$ cat src/design/bmphc_pkg.sv
`timescale 1ns / 1ps

package bmphc_pkg;

    localparam int HEADER_BYTES        = 54;
    localparam int PALETTE_ENTRY_BYTES = 4;
    localparam int FILE_LEN_W          = 31;
    localparam int PAL_CNT_W           = 11;
    localparam int PIX_CNT_W           = 64;
    localparam int PROD_W              = 63;

    localparam logic [15:0] SIGNATURE   = 16'h4D42;
    localparam logic [31:0] HDR_VERSION = 32'd40;
    localparam logic [31:0] MAX_COLORS  = 32'd256;
    localparam logic [15:0] BPP_PALETTE = 16'd8;
    localparam logic [15:0] BPP_TRUE    = 16'd24;
    localparam logic [15:0] ONE_PLANE   = 16'd1;

    // offset of the last byte of each checked header field
    localparam int LAST_SIGNATURE    = 1;
    localparam int LAST_FILE_SIZE    = 5;
    localparam int LAST_RESERVED     = 9;
    localparam int LAST_PIXEL_OFFSET = 13;
    localparam int LAST_VERSION      = 17;
    localparam int LAST_WIDTH        = 21;
    localparam int LAST_HEIGHT       = 25;
    localparam int LAST_PLANES       = 27;
    localparam int LAST_BPP          = 29;
    localparam int LAST_COMPRESSION  = 33;
    localparam int LAST_IMAGE_SIZE   = 37;
    localparam int LAST_COLORS       = 49;
    localparam int LAST_IMPORTANT    = 53;

    typedef enum logic [3:0] {
        ERR_NONE               = 4'd0,
        ERR_SIGNATURE          = 4'd1,
        ERR_SIZE               = 4'd2,
        ERR_RESERVED           = 4'd3,
        ERR_VERSION            = 4'd4,
        ERR_WIDTH              = 4'd5,
        ERR_HEIGHT             = 4'd6,
        ERR_PLANES             = 4'd7,
        ERR_BPP                = 4'd8,
        ERR_COMPRESSION        = 4'd9,
        ERR_PIXEL_SIZE         = 4'd10,
        ERR_NO_COLORS          = 4'd11,
        ERR_TOO_MANY_COLORS    = 4'd12,
        ERR_COLORS_TRUECOLOR   = 4'd13,
        ERR_TOO_MANY_IMPORTANT = 4'd14
    } err_code_t;

    typedef enum logic [1:0] {
        PH_HEADER  = 2'd0,
        PH_PALETTE = 2'd1,
        PH_PIXELS  = 2'd2,
        PH_DROP    = 2'd3
    } phase_t;

    typedef struct packed {
        err_code_t              err;
        logic                   pal_mode;
        logic [PAL_CNT_W-1:0]   pal_cnt;
        logic [PIX_CNT_W-1:0]   pix_cnt;
    } chk_res_t;

    typedef struct packed {
        logic       busy;
        logic       valid;
        logic [7:0] data;
        logic       last;
    } hdr_rd_t;

endpackage

$ cat src/design/bmphc_check.sv
`timescale 1ns / 1ps

module bmphc_check #(
    parameter int IDX_W = $clog2(bmphc_pkg::HEADER_BYTES)
) (
    input  logic                               clk,
    input  logic                               rst_n,
    input  logic                               we,
    input  logic [IDX_W-1:0]                   idx,
    input  logic [7:0]                         in_byte,
    input  logic [bmphc_pkg::FILE_LEN_W-1:0]   file_length,
    output bmphc_pkg::chk_res_t                res
);
    import bmphc_pkg::*;

    logic [31:0]          asm_reg, asm_next;
    logic [31:0]          size_reg, size_next;
    logic [31:0]          diff_reg, diff_next;
    logic [30:0]          width_reg, width_next;
    logic [31:0]          rows_reg, rows_next;
    logic [PROD_W-1:0]    prod_reg, prod_next;
    logic                 bpp8_reg, bpp8_next;
    logic                 pal_mode_reg, pal_mode_next;
    logic [PAL_CNT_W-1:0] pal_cnt_reg, pal_cnt_next;
    err_code_t            err_reg, err_next;
    err_code_t            base_err, fail;
    logic [15:0]          f16;

    always_comb
    begin
        asm_next      = asm_reg;
        size_next     = size_reg;
        diff_next     = diff_reg;
        width_next    = width_reg;
        rows_next     = rows_reg;
        prod_next     = prod_reg;
        bpp8_next     = bpp8_reg;
        pal_mode_next = pal_mode_reg;
        pal_cnt_next  = pal_cnt_reg;
        err_next      = err_reg;
        base_err      = err_reg;
        fail          = ERR_NONE;
        f16           = 16'd0;
        if (we)
        begin
            // little-endian: newest byte enters at the top
            asm_next = {in_byte, asm_reg[31:8]};
            f16      = asm_next[31:16];
            base_err = (idx == '0) ? ERR_NONE : err_reg;
            case (idx)
                IDX_W'(LAST_SIGNATURE):
                begin
                    if (f16 != SIGNATURE)
                        fail = ERR_SIGNATURE;
                end
                IDX_W'(LAST_FILE_SIZE):
                begin
                    size_next = asm_next;
                    if (asm_next != {1'b0, file_length})
                        fail = ERR_SIZE;
                end
                IDX_W'(LAST_RESERVED):
                begin
                    if (asm_next != 32'd0)
                        fail = ERR_RESERVED;
                end
                IDX_W'(LAST_PIXEL_OFFSET):
                begin
                    diff_next = size_reg - asm_next;
                end
                IDX_W'(LAST_VERSION):
                begin
                    if (asm_next != HDR_VERSION)
                        fail = ERR_VERSION;
                end
                IDX_W'(LAST_WIDTH):
                begin
                    width_next = asm_next[30:0];
                    if (asm_next[31] || asm_next == 32'd0)
                        fail = ERR_WIDTH;
                end
                IDX_W'(LAST_HEIGHT):
                begin
                    // most negative height gives 2^31 rows as unsigned
                    rows_next = asm_next[31] ? (~asm_next + 32'd1) : asm_next;
                    if (asm_next == 32'd0)
                        fail = ERR_HEIGHT;
                end
                IDX_W'(LAST_PLANES):
                begin
                    prod_next = width_reg * rows_reg;
                    if (f16 != ONE_PLANE)
                        fail = ERR_PLANES;
                end
                IDX_W'(LAST_BPP):
                begin
                    bpp8_next = (f16 == BPP_PALETTE);
                    if (f16 != BPP_PALETTE && f16 != BPP_TRUE)
                        fail = ERR_BPP;
                end
                IDX_W'(LAST_COMPRESSION):
                begin
                    if (asm_next != 32'd0)
                        fail = ERR_COMPRESSION;
                end
                IDX_W'(LAST_IMAGE_SIZE):
                begin
                    if (asm_next != 32'd0 && asm_next != diff_reg)
                        fail = ERR_PIXEL_SIZE;
                end
                IDX_W'(LAST_COLORS):
                begin
                    pal_mode_next = (asm_next != 32'd0) && bpp8_reg;
                    pal_cnt_next  = (pal_mode_next && !asm_next[31]) ?
                                    PAL_CNT_W'({asm_next[8:0], 2'b00}) : '0;
                    if (bpp8_reg)
                    begin
                        if (asm_next == 32'd0)
                            fail = ERR_NO_COLORS;
                        else if (!asm_next[31] && asm_next > MAX_COLORS)
                            fail = ERR_TOO_MANY_COLORS;
                    end
                    else if (asm_next != 32'd0)
                    begin
                        fail = ERR_COLORS_TRUECOLOR;
                    end
                end
                IDX_W'(LAST_IMPORTANT):
                begin
                    if (bpp8_reg && !asm_next[31] && asm_next > MAX_COLORS)
                        fail = ERR_TOO_MANY_IMPORTANT;
                end
                default:
                begin
                end
            endcase
            // first failing check in file order wins
            err_next = (base_err == ERR_NONE) ? fail : base_err;
        end
    end

    always_ff @(posedge clk or negedge rst_n)
    begin
        if (!rst_n)
            err_reg <= ERR_NONE;
        else
            err_reg <= err_next;
    end

    always_ff @(posedge clk)
    begin
        asm_reg      <= asm_next;
        size_reg     <= size_next;
        diff_reg     <= diff_next;
        width_reg    <= width_next;
        rows_reg     <= rows_next;
        prod_reg     <= prod_next;
        bpp8_reg     <= bpp8_next;
        pal_mode_reg <= pal_mode_next;
        pal_cnt_reg  <= pal_cnt_next;
    end

    always_comb
    begin
        res.err      = err_next;
        res.pal_mode = pal_mode_reg;
        res.pal_cnt  = pal_cnt_reg;
        res.pix_cnt  = bpp8_reg ? {1'b0, prod_reg}
                                : ({1'b0, prod_reg} + {prod_reg, 1'b0});
    end

endmodule

$ cat src/design/bmphc_store.sv
`timescale 1ns / 1ps

module bmphc_store #(
    parameter int DEPTH = bmphc_pkg::HEADER_BYTES
) (
    input  logic                     clk,
    input  logic                     rst_n,
    input  logic                     we,
    input  logic [$clog2(DEPTH)-1:0] waddr,
    input  logic [7:0]               wdata,
    input  logic                     start,
    input  logic                     out_free,
    output bmphc_pkg::hdr_rd_t       rd
);
    import bmphc_pkg::*;

    localparam int AW = $clog2(DEPTH);

    logic [7:0]    hdr_mem [DEPTH];
    logic [7:0]    rdata_reg;
    logic          rlast_reg;
    logic          active_reg, active_next;
    logic [AW-1:0] addr_reg, addr_next;
    logic          pend_reg, pend_next;
    logic          move, issue, at_end;

    always_comb
    begin
        move   = pend_reg && out_free;
        // refill the read register whenever it is empty or being drained
        issue  = active_reg && (!pend_reg || move);
        at_end = (addr_reg == AW'(DEPTH - 1));

        active_next = active_reg;
        addr_next   = addr_reg;
        pend_next   = pend_reg;
        if (start)
        begin
            active_next = 1'b1;
            addr_next   = '0;
        end
        else if (issue)
        begin
            addr_next = addr_reg + AW'(1);
            if (at_end)
                active_next = 1'b0;
        end
        if (issue)
            pend_next = 1'b1;
        else if (move)
            pend_next = 1'b0;
    end

    always_ff @(posedge clk or negedge rst_n)
    begin
        if (!rst_n)
        begin
            active_reg <= 1'b0;
            addr_reg   <= '0;
            pend_reg   <= 1'b0;
        end
        else
        begin
            active_reg <= active_next;
            addr_reg   <= addr_next;
            pend_reg   <= pend_next;
        end
    end

    always_ff @(posedge clk)
    begin
        if (we)
            hdr_mem[waddr] <= wdata;
        if (issue)
        begin
            rdata_reg <= hdr_mem[addr_reg];
            rlast_reg <= at_end;
        end
    end

    always_comb
    begin
        rd.busy  = active_reg || pend_reg;
        rd.valid = pend_reg;
        rd.data  = rdata_reg;
        rd.last  = rlast_reg;
    end

endmodule

$ cat src/design/bmp_header_check_and_negate_unit.sv
// A palette or pixel byte is in the output register in the cycle after its transfer.
// Throughput: one input byte per cycle while the output is free and no header replay runs.
// A header that passes its checks is replayed from the header RAM after its last byte: 54
// bytes, one read port, one byte per cycle while the output is free, each byte going through
// the store's read register to the output register; the input stays stalled until it drains.
// Reset (rst_n, async low) puts the block in header phase with file_length cleared.
`timescale 1ns / 1ps

module bmp_header_check_and_negate_unit #(
    parameter int HEADER_BYTES = bmphc_pkg::HEADER_BYTES
) (
    input  logic                             clk,
    input  logic                             rst_n,
    input  logic                             in_valid,
    output logic                             in_stall,
    input  logic [7:0]                       in_byte,
    input  logic                             end_of_file,
    output logic                             out_valid,
    input  logic                             out_stall,
    output logic [7:0]                       out_byte,
    output logic [3:0]                       error_code,
    output logic                             last_of_run,
    output logic                             end_of_output,
    input  logic                             cfg_valid,
    output logic                             cfg_ready,
    input  logic [bmphc_pkg::FILE_LEN_W-1:0] cfg_data
);
    import bmphc_pkg::*;

    localparam int IDX_W = $clog2(HEADER_BYTES);

    phase_t               phase_reg, phase_next;
    logic [IDX_W-1:0]     idx_reg, idx_next;
    logic                 pal_mode_reg, pal_mode_next;
    logic [PAL_CNT_W-1:0] pal_cnt_reg, pal_cnt_next;
    logic [PIX_CNT_W-1:0] pix_cnt_reg, pix_cnt_next;
    logic [FILE_LEN_W-1:0] file_len_reg, file_len_next;

    logic                 ov_reg, ov_next;
    logic [7:0]           ob_reg, ob_next;
    err_code_t            oe_reg, oe_next;
    logic                 ol_reg, ol_next;
    logic                 oeo_reg, oeo_next;

    logic                 in_acc, out_free, hdr_we, last_hdr, start_emit;
    logic                 direct_load, d_eoo;
    logic [7:0]           d_byte;
    err_code_t            d_err;
    chk_res_t             chk;
    hdr_rd_t              rd;

    assign out_free  = !ov_reg || !out_stall;
    assign in_stall  = rd.busy || !out_free;
    assign in_acc    = in_valid && !in_stall;
    assign hdr_we    = in_acc && (phase_reg == PH_HEADER);
    assign last_hdr  = (idx_reg == IDX_W'(HEADER_BYTES - 1));
    assign cfg_ready = 1'b1;

    bmphc_check #(
        .IDX_W (IDX_W)
    ) u_check (
        .clk         (clk),
        .rst_n       (rst_n),
        .we          (hdr_we),
        .idx         (idx_reg),
        .in_byte     (in_byte),
        .file_length (file_len_reg),
        .res         (chk)
    );

    bmphc_store #(
        .DEPTH (HEADER_BYTES)
    ) u_store (
        .clk      (clk),
        .rst_n    (rst_n),
        .we       (hdr_we),
        .waddr    (idx_reg),
        .wdata    (in_byte),
        .start    (start_emit),
        .out_free (out_free),
        .rd       (rd)
    );

    always_comb
    begin
        phase_next    = phase_reg;
        idx_next      = idx_reg;
        pal_mode_next = pal_mode_reg;
        pal_cnt_next  = pal_cnt_reg;
        pix_cnt_next  = pix_cnt_reg;
        file_len_next = cfg_valid ? cfg_data : file_len_reg;
        start_emit    = 1'b0;
        direct_load   = 1'b0;
        d_byte        = 8'd0;
        d_err         = ERR_NONE;
        d_eoo         = 1'b0;
        if (in_acc)
        begin
            case (phase_reg)
                PH_HEADER:
                begin
                    if (last_hdr)
                    begin
                        idx_next = '0;
                        if (chk.err != ERR_NONE)
                        begin
                            direct_load = 1'b1;
                            d_err       = chk.err;
                            d_eoo       = 1'b1;
                            phase_next  = PH_DROP;
                        end
                        else
                        begin
                            start_emit    = 1'b1;
                            pal_mode_next = chk.pal_mode;
                            pal_cnt_next  = chk.pal_cnt;
                            pix_cnt_next  = chk.pix_cnt;
                            phase_next    = (chk.pal_cnt != '0) ? PH_PALETTE : PH_PIXELS;
                        end
                    end
                    else
                    begin
                        idx_next = idx_reg + IDX_W'(1);
                    end
                end
                PH_PALETTE:
                begin
                    // remaining count tells the position in the entry; fourth byte passes
                    direct_load  = 1'b1;
                    d_byte       = ((pal_cnt_reg % PAL_CNT_W'(PALETTE_ENTRY_BYTES))
                                    == PAL_CNT_W'(1)) ? in_byte : ~in_byte;
                    pal_cnt_next = pal_cnt_reg - PAL_CNT_W'(1);
                    if (pal_cnt_reg == PAL_CNT_W'(1))
                        phase_next = PH_PIXELS;
                end
                PH_PIXELS:
                begin
                    direct_load  = 1'b1;
                    d_byte       = pal_mode_reg ? in_byte : ~in_byte;
                    d_eoo        = (pix_cnt_reg == PIX_CNT_W'(1));
                    pix_cnt_next = pix_cnt_reg - PIX_CNT_W'(1);
                    if (d_eoo)
                        phase_next = PH_DROP;
                end
                default:
                begin
                end
            endcase
            if (end_of_file)
            begin
                phase_next    = PH_HEADER;
                idx_next      = '0;
                pal_mode_next = 1'b0;
            end
        end
    end

    // output register: direct results and header replay never collide
    always_comb
    begin
        ov_next  = ov_reg;
        ob_next  = ob_reg;
        oe_next  = oe_reg;
        ol_next  = ol_reg;
        oeo_next = oeo_reg;
        if (direct_load)
        begin
            ov_next  = 1'b1;
            ob_next  = d_byte;
            oe_next  = d_err;
            ol_next  = 1'b1;
            oeo_next = d_eoo;
        end
        else if (rd.valid && out_free)
        begin
            ov_next  = 1'b1;
            ob_next  = rd.data;
            oe_next  = ERR_NONE;
            ol_next  = rd.last;
            oeo_next = 1'b0;
        end
        else if (!out_stall)
        begin
            ov_next = 1'b0;
        end
    end

    always_ff @(posedge clk or negedge rst_n)
    begin
        if (!rst_n)
        begin
            phase_reg    <= PH_HEADER;
            idx_reg      <= '0;
            pal_mode_reg <= 1'b0;
            file_len_reg <= '0;
            ov_reg       <= 1'b0;
        end
        else
        begin
            phase_reg    <= phase_next;
            idx_reg      <= idx_next;
            pal_mode_reg <= pal_mode_next;
            file_len_reg <= file_len_next;
            ov_reg       <= ov_next;
        end
    end

    always_ff @(posedge clk)
    begin
        pal_cnt_reg <= pal_cnt_next;
        pix_cnt_reg <= pix_cnt_next;
        ob_reg      <= ob_next;
        oe_reg      <= oe_next;
        ol_reg      <= ol_next;
        oeo_reg     <= oeo_next;
    end

    assign out_valid     = ov_reg;
    assign out_byte      = ob_reg;
    assign error_code    = oe_reg;
    assign last_of_run   = ol_reg;
    assign end_of_output = oeo_reg;

    a_err_result_shape: assert property (@(posedge clk) disable iff (!rst_n)
        (ov_reg && oe_reg != ERR_NONE) |-> (oeo_reg && ol_reg && ob_reg == 8'd0))
        else $error("error result malformed");

    a_eoo_is_last: assert property (@(posedge clk) disable iff (!rst_n)
        (ov_reg && oeo_reg) |-> ol_reg)
        else $error("end_of_output without last_of_run");

    a_pixel_count_live: assert property (@(posedge clk) disable iff (!rst_n)
        (phase_reg == PH_PIXELS) |-> (pix_cnt_reg != '0))
        else $error("pixel phase with zero count");

    a_palette_count_live: assert property (@(posedge clk) disable iff (!rst_n)
        (phase_reg == PH_PALETTE) |-> (pal_cnt_reg != '0))
        else $error("palette phase with zero count");

endmodule
$ cat config.mk
export PLATFORM = sky130hd
export DESIGN_NAME = bmp_header_check_and_negate_unit
export DESIGN_NICKNAME = d
export VERILOG_FILES = /design/src/design/bmphc_pkg.sv /design/src/design/bmphc_check.sv /design/src/design/bmphc_store.sv /design/src/design/bmp_header_check_and_negate_unit.sv
export SDC_FILE = /design/constraint.sdc
export NUM_CORES = 2
export LEC_CHECK = 0
export ABC_CLOCK_PERIOD_IN_PS = 14100
export BUFFER_PORTS_ARGS = -buffer_cell sky130_fd_sc_hd__buf_2
export CORE_AREA = 2 2 423 425
export DETAILED_ROUTE_END_ITERATION = 10
export DIE_AREA = 0 0 425 427
export HOLD_SLACK_MARGIN = 0.12
export SLEW_MARGIN = 20
export SYNTH_ARGS = -nofsm -noshare
export SYNTH_HDL_FRONTEND = slang
export SYNTH_SLANG_ARGS = --single-unit
export TNS_END_PERCENT = 100
$ cat constraint.sdc
create_clock -name clk -period 14.1 [get_ports clk]
set_input_delay 2.115 -clock clk [delete_from_list [all_inputs] [get_ports clk]]
set_output_delay 2.115 -clock clk [all_outputs]
set_load 0.05 [all_outputs]
==> flow_summary.ini <==
[timing]
hold_ws_ns = 0.514
fin_crit_sh = 0.599
setup_violations = 0
worstMarginPinSlew_ns = 1.11
skew_ns = 0.0286
finalHoldViolations = 0
tns_ns = 0
slew_violations = 0
fmax_mhz = 118
fin_crit_ns = 8.45
slew_headroom = 0.260
rsz0062_at_grt = no
fin_ws_ns = 5.65

[drt]
routed-wl-met3_um = 12100
drc_errors = 0
vias = 45900
wirelength_um = 187000
met1_length_um = 80900
drtIter0Drc = 3593
vias_per_cell = 5.33
top_layer = met4
avgRoutedWirePerCell_um = 21.7
ant_nets = 0
first_pass_iters = 6
met2_length_um = 88500

[layout]
num-nets-final = 7457
drive_above_1_share = 0.0815
final_util = 0.428
layout.cells.non_filler = 8605
largest_reg_flops = 432
design_area_sq_um = 75900
layout_commonest_cell = inv_1
layout_common_cells = 899 x inv_1, 868 x fa_1, 754 x edfxtp_1, 660 x nand2_1, 546 x and2_1
area_growth_syn_to_layout_pct = 7.91

[global_route]
grt_pass1_wl_um = 290000
grt_usage = 0.208
antenna_found_initial = 0
grt_pass1_vias = 48500
grt_max_degree = 65
grt_overflow = 0

[critical_path]
arrival_ns = 8.88
path_max_fanout = 21
required_ns = 14.53
cp-end-kind = flop
crit_path_start_kind = flop
critical_path_class = flop to flop

[yosys]
async_flop_share = 0.0656
syn-instance-count = 6268
synth.ff_latch_count = 808
synth_flop_cell = edfxtp_1
netlist_area_sq_um = 70300
synth-edff-count = 754
synth.yosys.seq_area_share = 0.341
syn_nets = 7546
yosys_warnings = 0
avgSynthCellArea_sq_um = 11.2
synth_cell_type_count = 93

[clock_network]
clkTransAtPathRegs_ns = 0.06
cts_tree = yes
cts_buffers = 85
cts_resized = 0
htree_levels = 3
post-cts-setup-buffers = 0
cts_sinks = 808
cts_hold_buf = 0
insertion_delay_ns = 0.70
clockRootBuffer = clkbuf_16
cts_buffer_depth = 3

[placed_design]
pre_cts_slack_ns = 5.60
placedCellCount = 8447
gp_congestion = 0.888
placed_area_sq_um = 73100
dp_hpwl_um = 134000
io_buffers = 60

[floorplan]
die_area_sq_um = 181000
start_util = 0.397
rows = 155
die-height_um = 427
core_area_sq_um = 177000
ios = 62
dieWidth_um = 425

[power_and_ir_drop]
power_leakage_nw = 31.2
p_total_mw = 5.12
ir_worst_vdd_v = 0.000110
p_per_area_nw_per_um2 = 67.4

[hold_path]
hp-class = flop to flop

[job]
max-cap-violations = 0

[status]
status = finished clean
## final timing paths
path,from,end,slack (ns),cells past startpoint
worst max-delay path,u_check.width_reg[15],u_check.prod_reg[62],5.65,24
worst min-delay path,u_store.rlast_reg,last_of_run,0.51,2
worst max register to register,u_check.width_reg[15],u_check.prod_reg[62],5.65,24
worst min register to register,u_store.rlast_reg,last_of_run,0.51,2
max in group asynchronous,rst_n,u_store.addr_reg[0],11.92,2
min in group asynchronous,rst_n,file_len_reg[26],1.59,2
## synthesized netlist by cell type, types with 6 or more instances
| cell type | count | area, sq um |
|---|---|---|
| clkbuf_1 | 299 | 1120 |
| or2_2 | 6 | 37.5 |
| fa_1 | 868 | 17400 |
| mux2_2 | 36 | 405 |
| nor3_1 | 53 | 265 |
| xor2_1 | 85 | 744 |
| buf_2 | 7 | 35.0 |
| a21oi_1 | 240 | 1200 |
| nor2_1 | 266 | 998 |
| dfrtp_1 | 53 | 1330 |
| o211ai_1 | 8 | 60.1 |
| o21a_1 | 18 | 135 |
| buf_1 | 29 | 109 |
| a221oi_1 | 10 | 87.6 |
| nor4_1 | 31 | 194 |
| and2_1 | 546 | 3420 |
| o31ai_1 | 20 | 150 |
| o2bb2ai_1 | 8 | 70.1 |
| or3_1 | 16 | 100 |
| a31o_2 | 6 | 52.6 |
| nand3_1 | 49 | 245 |
| inv_1 | 899 | 3370 |
| mux4_2 | 136 | 3060 |
| o41ai_1 | 9 | 78.8 |
| o21bai_1 | 13 | 97.6 |
| nand2b_1 | 29 | 181 |
| or4_1 | 12 | 90.1 |
| mux2i_1 | 17 | 170 |
| xnor2_1 | 221 | 1940 |
| o21ai_0 | 118 | 591 |
| nand2_1 | 660 | 2480 |
| nor2b_1 | 33 | 206 |
| nand4_1 | 64 | 400 |
| and3_1 | 13 | 81.3 |
| a21o_1 | 88 | 661 |
| a31oi_1 | 24 | 150 |
| a211oi_1 | 45 | 338 |
| a21boi_0 | 12 | 90.1 |
| edfxtp_1 | 754 | 22600 |
| ha_1 | 365 | 4570 |
## cell type report
cell class | instances | area [sq um]
Inverter | 901 | 3380
Tap cell | 2355 | 2950
Antenna cell | 2 | 5.00
Fill cell | 16600 | 101000
Sequential cell | 808 | 24000
Timing Repair Buffer | 162 | 1070
Clock inverter | 48 | 510
Clock buffer | 108 | 2270
Multi-Input combinational cell | 4221 | 41700
## worst max-delay path: stages (launching register included)
cell      delay (ns)
edfxtp_1        1.02
and2_1          0.25
fa_1            0.44
fa_1            0.52
inv_1           0.05
fa_1            0.48
inv_1           0.05
fa_1            0.49
fa_1            0.59
fa_1            0.43
fa_1            0.51
fa_1            0.42
ha_1            0.41
nand2_1         0.10
o21ai_0         0.38
inv_1           0.08
a21oi_1         0.14
a211oi_1        0.14
buf_4           0.18
o31ai_1         0.57
a211oi_1        0.22
a41oi_1         0.36
a21o_1          0.16
a21oi_1         0.07
xnor2_1         0.12
## report_power, final
| group | internal, mW | leakage, nW | switching [mW] | total, mW |
|---|---|---|---|---|
| clock | 1.28 | 1.34 | 0.968 | 2.25 |
| combinational | 0.0693 | 22.4 | 0.127 | 0.196 |
| sequential | 2.64 | 7.45 | 0.0281 | 2.67 |
| total | 3.99 | 31.2 | 1.12 | 5.12 |
## cell families (layout without fill, tap and decap cells)
| kind of cell | after synthesis | count (layout) | synth area share |
|---|---|---|---|
| multiplexers | 189 | 189 | 0.0517 |
| AO/OA/AOI/OAI | 676 | 676 | 0.0612 |
| flip-flops | 808 | 808 | 0.341 |
| adder cells (fa/ha/maj) | 1233 | 1233 | 0.312 |
| other | 1 | 3 | 0.0000533 |
| AND/OR/NAND/NOR | 1816 | 1816 | 0.129 |
| XOR/XNOR | 306 | 306 | 0.0381 |
| buffers and inverters | 1239 | 1219 | 0.0665 |
## layer usage
metal,vias to the layer above,GRT usage
li1,20500,-
met1,23700,0.283
met2,1387,0.343
met3,290,0.0367
met4,0,0.0571
met5,-,0
(Power assumes the default switching activity.)
